`src/prefix_lock_table_top_assert.svh`:
```
// assertion macros for the prefix lock table
// used by the modules that check their own control sequencing
`ifndef PREFIX_LOCK_TABLE_TOP_ASSERT_SVH
`define PREFIX_LOCK_TABLE_TOP_ASSERT_SVH

// condition implies consequence in the same cycle
`define PLT_ASSERT_SAME(label, clk, rst_n, cond, cons, msg) \
    label: assert property (@(posedge clk) disable iff (!rst_n) (cond) |-> (cons)) \
        else $error(msg);

// condition implies consequence in the next cycle
`define PLT_ASSERT_NEXT(label, clk, rst_n, cond, cons, msg) \
    label: assert property (@(posedge clk) disable iff (!rst_n) (cond) |=> (cons)) \
        else $error(msg);

`endif

```
`src/plt_pkg.sv`:
```
// types, constants and codes for the prefix lock table
// no dependencies
`timescale 1ns / 1ps

package plt_pkg;

    localparam int TABLE_ENTRIES  = 64;
    localparam int IDX_W          = $clog2(TABLE_ENTRIES);
    localparam int LIVE_W         = $clog2(TABLE_ENTRIES + 1);
    localparam int REFCOUNT_BITS  = 16;
    localparam int PRUNE_MIN_LIVE = 2;

    localparam logic [2:0] OP_SH_ACQ = 3'd0;
    localparam logic [2:0] OP_EX_ACQ = 3'd1;
    localparam logic [2:0] OP_SH_REL = 3'd2;
    localparam logic [2:0] OP_EX_REL = 3'd3;
    localparam logic [2:0] OP_PRUNE  = 3'd4;

    localparam logic [2:0] STS_OK       = 3'd0;
    localparam logic [2:0] STS_CANCELED = 3'd1;
    localparam logic [2:0] STS_BUSY     = 3'd2;
    localparam logic [2:0] STS_NOSPACE  = 3'd3;
    localparam logic [2:0] STS_INVALID  = 3'd4;

    typedef struct packed {
        logic [2:0]  opcode;
        logic [63:0] key_hash;
        logic [63:0] txn_start;
        logic [63:0] txn_end;
        logic [5:0]  slot;
        logic        holds_shared;
        logic [63:0] horizon;
    } t_in;

    typedef struct packed {
        logic [2:0] status;
        logic [5:0] granted_slot;
        logic [6:0] pruned_count;
    } t_out;

    typedef struct packed {
        logic [63:0]              key;
        logic [REFCOUNT_BITS-1:0] refcount;
        logic                     exclusive;
        logic                     stale;
        logic [63:0]              end_seq;
        logic [63:0]              end_excl;
    } t_entry;

    localparam int ENTRY_W = $bits(t_entry);

    typedef enum logic [2:0] {
        ST_IDLE,
        ST_RDSLOT,
        ST_SCAN,
        ST_LAST,
        ST_UPDATE,
        ST_RESP
    } t_state;

    typedef struct packed {
        logic             capture;
        logic             rd_en;
        logic             rd_slot;
        logic [IDX_W-1:0] rd_addr;
        logic             update;
    } t_cmd;

    typedef struct packed {
        logic live_ge_min;
    } t_stat;

endpackage

```
`src/plt_ctrl.sv`:
```
// sequencer for the prefix lock table: scan counter and operation steps
// depends on plt_pkg and prefix_lock_table_top_assert.svh
`timescale 1ns / 1ps
`include "prefix_lock_table_top_assert.svh"

module plt_ctrl (
    input  logic          i_clk,
    input  logic          i_rst_n,
    input  logic          i_in_valid,
    input  logic [2:0]    i_opcode,
    input  logic          i_out_ready,
    input  plt_pkg::t_stat i_stat,
    output logic          o_in_ready,
    output logic          o_out_valid,
    output plt_pkg::t_cmd o_cmd
);

    localparam logic [plt_pkg::IDX_W-1:0] LAST_IDX =
        plt_pkg::IDX_W'(plt_pkg::TABLE_ENTRIES - 1);

    plt_pkg::t_state r_state, n_state;
    logic [plt_pkg::IDX_W-1:0] r_cnt, n_cnt;

    always_ff @(posedge i_clk) begin
        if (!i_rst_n) begin
            r_state <= plt_pkg::ST_IDLE;
            r_cnt   <= '0;
        end else begin
            r_state <= n_state;
            r_cnt   <= n_cnt;
        end
    end

    always_comb begin
        n_state     = r_state;
        n_cnt       = r_cnt;
        o_cmd       = '0;
        o_in_ready  = (r_state == plt_pkg::ST_IDLE);
        o_out_valid = (r_state == plt_pkg::ST_RESP);
        case (r_state)
            plt_pkg::ST_IDLE: begin
                if (i_in_valid) begin
                    o_cmd.capture = 1'b1;
                    n_cnt         = '0;
                    case (i_opcode)
                        plt_pkg::OP_SH_ACQ, plt_pkg::OP_EX_ACQ: n_state = plt_pkg::ST_SCAN;
                        plt_pkg::OP_SH_REL, plt_pkg::OP_EX_REL: n_state = plt_pkg::ST_RDSLOT;
                        plt_pkg::OP_PRUNE: begin
                            n_state = i_stat.live_ge_min ? plt_pkg::ST_SCAN
                                                         : plt_pkg::ST_UPDATE;
                        end
                        default: n_state = plt_pkg::ST_UPDATE;
                    endcase
                end
            end
            plt_pkg::ST_RDSLOT: begin
                o_cmd.rd_en   = 1'b1;
                o_cmd.rd_slot = 1'b1;
                n_state       = plt_pkg::ST_LAST;
            end
            plt_pkg::ST_SCAN: begin
                o_cmd.rd_en   = 1'b1;
                o_cmd.rd_addr = r_cnt;
                if (r_cnt == LAST_IDX) begin
                    n_state = plt_pkg::ST_LAST;
                end else begin
                    n_cnt = r_cnt + 1'b1;
                end
            end
            // data of the final read lands here
            plt_pkg::ST_LAST: begin
                n_state = plt_pkg::ST_UPDATE;
            end
            plt_pkg::ST_UPDATE: begin
                o_cmd.update = 1'b1;
                n_state      = plt_pkg::ST_RESP;
            end
            plt_pkg::ST_RESP: begin
                if (i_out_ready) begin
                    n_state = plt_pkg::ST_IDLE;
                end
            end
            default: n_state = plt_pkg::ST_IDLE;
        endcase
    end

    `PLT_ASSERT_NEXT(a_update_to_resp, i_clk, i_rst_n, r_state == plt_pkg::ST_UPDATE,
        r_state == plt_pkg::ST_RESP, "update not followed by response")
    `PLT_ASSERT_NEXT(a_resp_holds, i_clk, i_rst_n, o_out_valid && !i_out_ready,
        o_out_valid, "result dropped while stalled")
    `PLT_ASSERT_NEXT(a_scan_ends, i_clk, i_rst_n,
        r_state == plt_pkg::ST_SCAN && r_cnt == LAST_IDX,
        r_state == plt_pkg::ST_LAST, "scan ran past last entry")
    `PLT_ASSERT_SAME(a_no_read_idle, i_clk, i_rst_n, o_in_ready,
        !o_cmd.rd_en && !o_cmd.update, "table access while idle")

endmodule

```
`config.mk`:
```
export PLATFORM = sky130hd
export DESIGN_NAME = plt_ctrl
export DESIGN_NICKNAME = d
export VERILOG_FILES = /design/src/plt_pkg.sv /design/src/plt_ctrl.sv
export VERILOG_INCLUDE_DIRS = /design/src /design/src/src
export SDC_FILE = /design/constraint.sdc
export NUM_CORES = 1
export LEC_CHECK = 0
export ABC_CLOCK_PERIOD_IN_PS = 1300
export BUFFER_PORTS_ARGS = -buffer_cell sky130_fd_sc_hd__buf_2
export CORE_MARGIN = 2
export CORE_UTILIZATION = 43
export CTS_CLUSTER_DIAMETER = 120
export DETAILED_ROUTE_END_ITERATION = 7
export MAX_ROUTING_LAYER = met4
export PLACE_DENSITY = 0.72
export SYNTH_ARGS = -nofsm -noshare
export SYNTH_HDL_FRONTEND = slang
export SYNTH_SLANG_ARGS = --single-unit
```
`constraint.sdc`:
```
create_clock -name i_clk -period 1.3 [get_ports i_clk]
set_input_delay 0.26 -clock i_clk [delete_from_list [all_inputs] [get_ports i_clk]]
set_output_delay 0.26 -clock i_clk [all_outputs]
set_load 0.05 [all_outputs]
```
==> results.toml <==
[outcome]
status = "complete, but fails checks"
violations = "setup timing"

[grt]
grt_max_degree = 10
grt_pass1_vias = 915
grt.overflow.total = 0
grt_antenna_before_repair = 0
grtUsageTotal = 0.326
grt_pass1_wl_um = 4250

[timing]
post-route-period-util = 1.23
fmax_mhz = 628
maxSlewHeadroom = 0.794
worstMarginPinSlew_ps = 306
finalSetupViolations = 21
post-route-min-period_ps = 1590
rsz0062_at_grt = "true"
setup_ws_ps = -293
hold_viol = 0
skew_ps = 0.924
setup-tns-final_ps = -4040
holdWs_ps = 326
drv_slew = 0

[critical_path]
r2r-start = "r_state[2]$_SDFFE_PN0P_"
cp_slowest_stage_delay_ps = 560
r2r_end = "r_cnt[0]$_SDFFE_PN0P_"
cp.arrival_ps = 1800
crit_type = "flip-flop to flip-flop"
reg2regPathDepth = 5
cp.depth = 5
start_kind = "flip-flop"
cp_top_family = "simple AND/OR/NAND/NOR gates"
worstPathRequired_ps = 1510
crit_end = "r_cnt[0]$_SDFFE_PN0P_"
rrSetupSlack_ps = -290
cp_num_buf_inv = 1
path_cells = "nor2_4 > buf_4 > nand2_1 > or4_1 > a21oi_2"
setup.worst_path.end_class = "flip-flop"
crit_path_top_delay_cell = "or4_1"
cp-startpoint = "r_state[2]$_SDFFE_PN0P_"
crit_fanout = 5

[floorplanning]
start_util = 0.477
fp.dieArea_sq_um = 1800
die-height_um = 42.4
num_rows = 13
core-area_sq_um = 1330
ios = 20
dieWidth_um = 42.4

[power]
switching_power_mw = 1.37
p_leak_nw = 0.493
power_density_nw_per_um2 = 2100
switching_share = 0.512
p_seq_frac = 0.160
internal-power_mw = 1.31
totalPowerFinal_mw = 2.68
pwr-share-clk = 0.089
pwr-share-comb = 0.752
vdd_drop_max_mv = 1.82

[run]
cap_violations = 0

[final_layout]
finalInstanceArea_sq_um = 1270
area_delta_synth_final_pct = 101
final_common_cell = "buf_4"
final_nets = 139
drive_gt1_frac = 0.659
final_cell_mix = "buf_4 (18), buf_6 (9), buf_2 (8), buf_8 (8), and3_4 (7)"
num_antenna_cells = 0

[clock_network]
clockBufferDepth = 2
cts_hold_buffers = 0
cts_buffers = 3
cts_root_buffer = "clkbuf_4"
cts.sinks = 9
clkTransAtPathRegs_ps = 70
worstSkewPairLatency_ps = 270
cts_tree = "done"
htreeDepth = 1

[logic_synthesis]
ys_async_sr_fraction = 0
ys_top_cells_by_area = "dfxtp_1 (28%), a21oi_1 (8.7%), and3_1 (7.9%), nand2b_1 (4.9%), o21ai_0 (4.7%)"
yosysUniqueCellTypes = 28
synthMuxAreaShare = 0
synth_fp_nets = 95
avgSynthCellArea_sq_um = 7.39
synth-seq-area-share = 0.283
synth_top_family_by_area = "simple AND/OR/NAND/NOR gates"
yosys.area.top_type_share = 0.283
synth_fa_ha_area_frac = 0.0197
synth_xor_area_frac = 0
synthFlopType = "dfxtp_1"
synthSimpleGateAreaFrac = 0.350
synth.largest_area_cell = "dfxtp_1"
synth_cells = 86
synth_area_sq_um = 636
synth_compound_gate_area_share = 0.272
synth_edf_count = 0
yosys_register_bits = 9
yosys_warnings = 0

[drt]
drt_iter0_drc = 81
vias_per_cell = 7.11
wl_um = 3670
antenna_left = 0
vias = 1024
drc = 0
drtPass1Iterations = 4
avgRoutedWirePerCell_um = 25.5

[hold_path]
holdCritPathClass = "input port to flip-flop"
hp-start = "i_out_ready"

[placed_design]
place_congestion = 0.850
hpwl_um = 1460
dpl-instance-area_sq_um = 988
port-buffer-count = 19
place_ws_ps = -150
==> tightest hold or removal path, cell delays in order <==
cell and delay, ps:
buf_2 110, a31o_2 160, a211oi_2 40
==> power groups by stage <==
stage          sequential (mW)  clock, mW  combinational, mW
2_1_floorplan            0.385          0               1.02
3_3_place_gp             0.408          0               1.38
3_5_place_dp             0.413          0               1.41
4_1_cts                  0.409      0.231               1.69
5_1_grt                  0.430      0.248               2.07
6_report                 0.427      0.238               2.01
==> synth_stat cells, drive strengths merged (2+ instances only) <==
cell type / number
a21oi: 11
dfxtp: 9
and3: 8
nand2: 6
nor2: 6
o21ai: 6
nand2b: 5
buf: 4
inv: 4
nand3: 4
o31ai: 4
o211ai: 3
or4: 3
nor3: 2
or3: 2
==> flip-flops by register name, indices dropped and copies added, names as in the netlist <==
name / cells
r_cnt: 6
r_state: 3
==> area by class of cell <==
class                           instances  area, sq um
Fill cell                              31         58.8
Inverter                                4         15.0
Clock buffer                            4         26.3
Sequential cell                         9          196
Timing Repair Buffer                   44          417
Multi-Input combinational cell         68          602
Tap cell                               15         18.8
==> kinds of logic (layout without fill, tap and decap cells) <==
family,count (synthesis),count (layout)
flops,9,9
compound gates,28,28
simple gates,39,39
fa+ha+maj,1,1
buf+inv,9,52
==> worst min-delay path by stage <==
stage	depth (start not counted)	slack, ps	endpoint
detailed placement	2	510	r_cnt[4]$_SDFFE_PN0P_
global placement	2	500	r_cnt[4]$_SDFFE_PN0P_
floorplan	2	400	r_cnt[2]$_SDFFE_PN0P_
global route	3	320	r_state[0]$_SDFFE_PN0P_
CTS	3	290	r_state[0]$_SDFFE_PN0P_
finish	3	330	r_state[0]$_SDFFE_PN0P_
==> per-stage QoR <==
| step | utilization | std cells |
|---|---|---|
| 4_1_cts | 0.906 | 143 |
| 5_1_grt | 0.956 | 144 |
| 2_1_floorplan | - | 86 |
| 3_3_place_gp | 0.741 | 135 |
| 6_report | 0.956 | 144 |
| 3_5_place_dp | 0.741 | 135 |
==> what timing repair did <==
item,CTS,global route
setup buffers,4,2
resized for setup,47,15
pin swaps,7,12
endpoints found under the setup margin,21,21
==> routing by layer <==
layer,share of wire,vias to the layer above,GRT usage
li1,-,404,-
met1,0.32,466,0.352
met2,0.47,115,0.517
met3,0.11,39,0.108
met4,0.10,0,0.194
met5,0,-,-
Power figures use the tool's default switching activity.
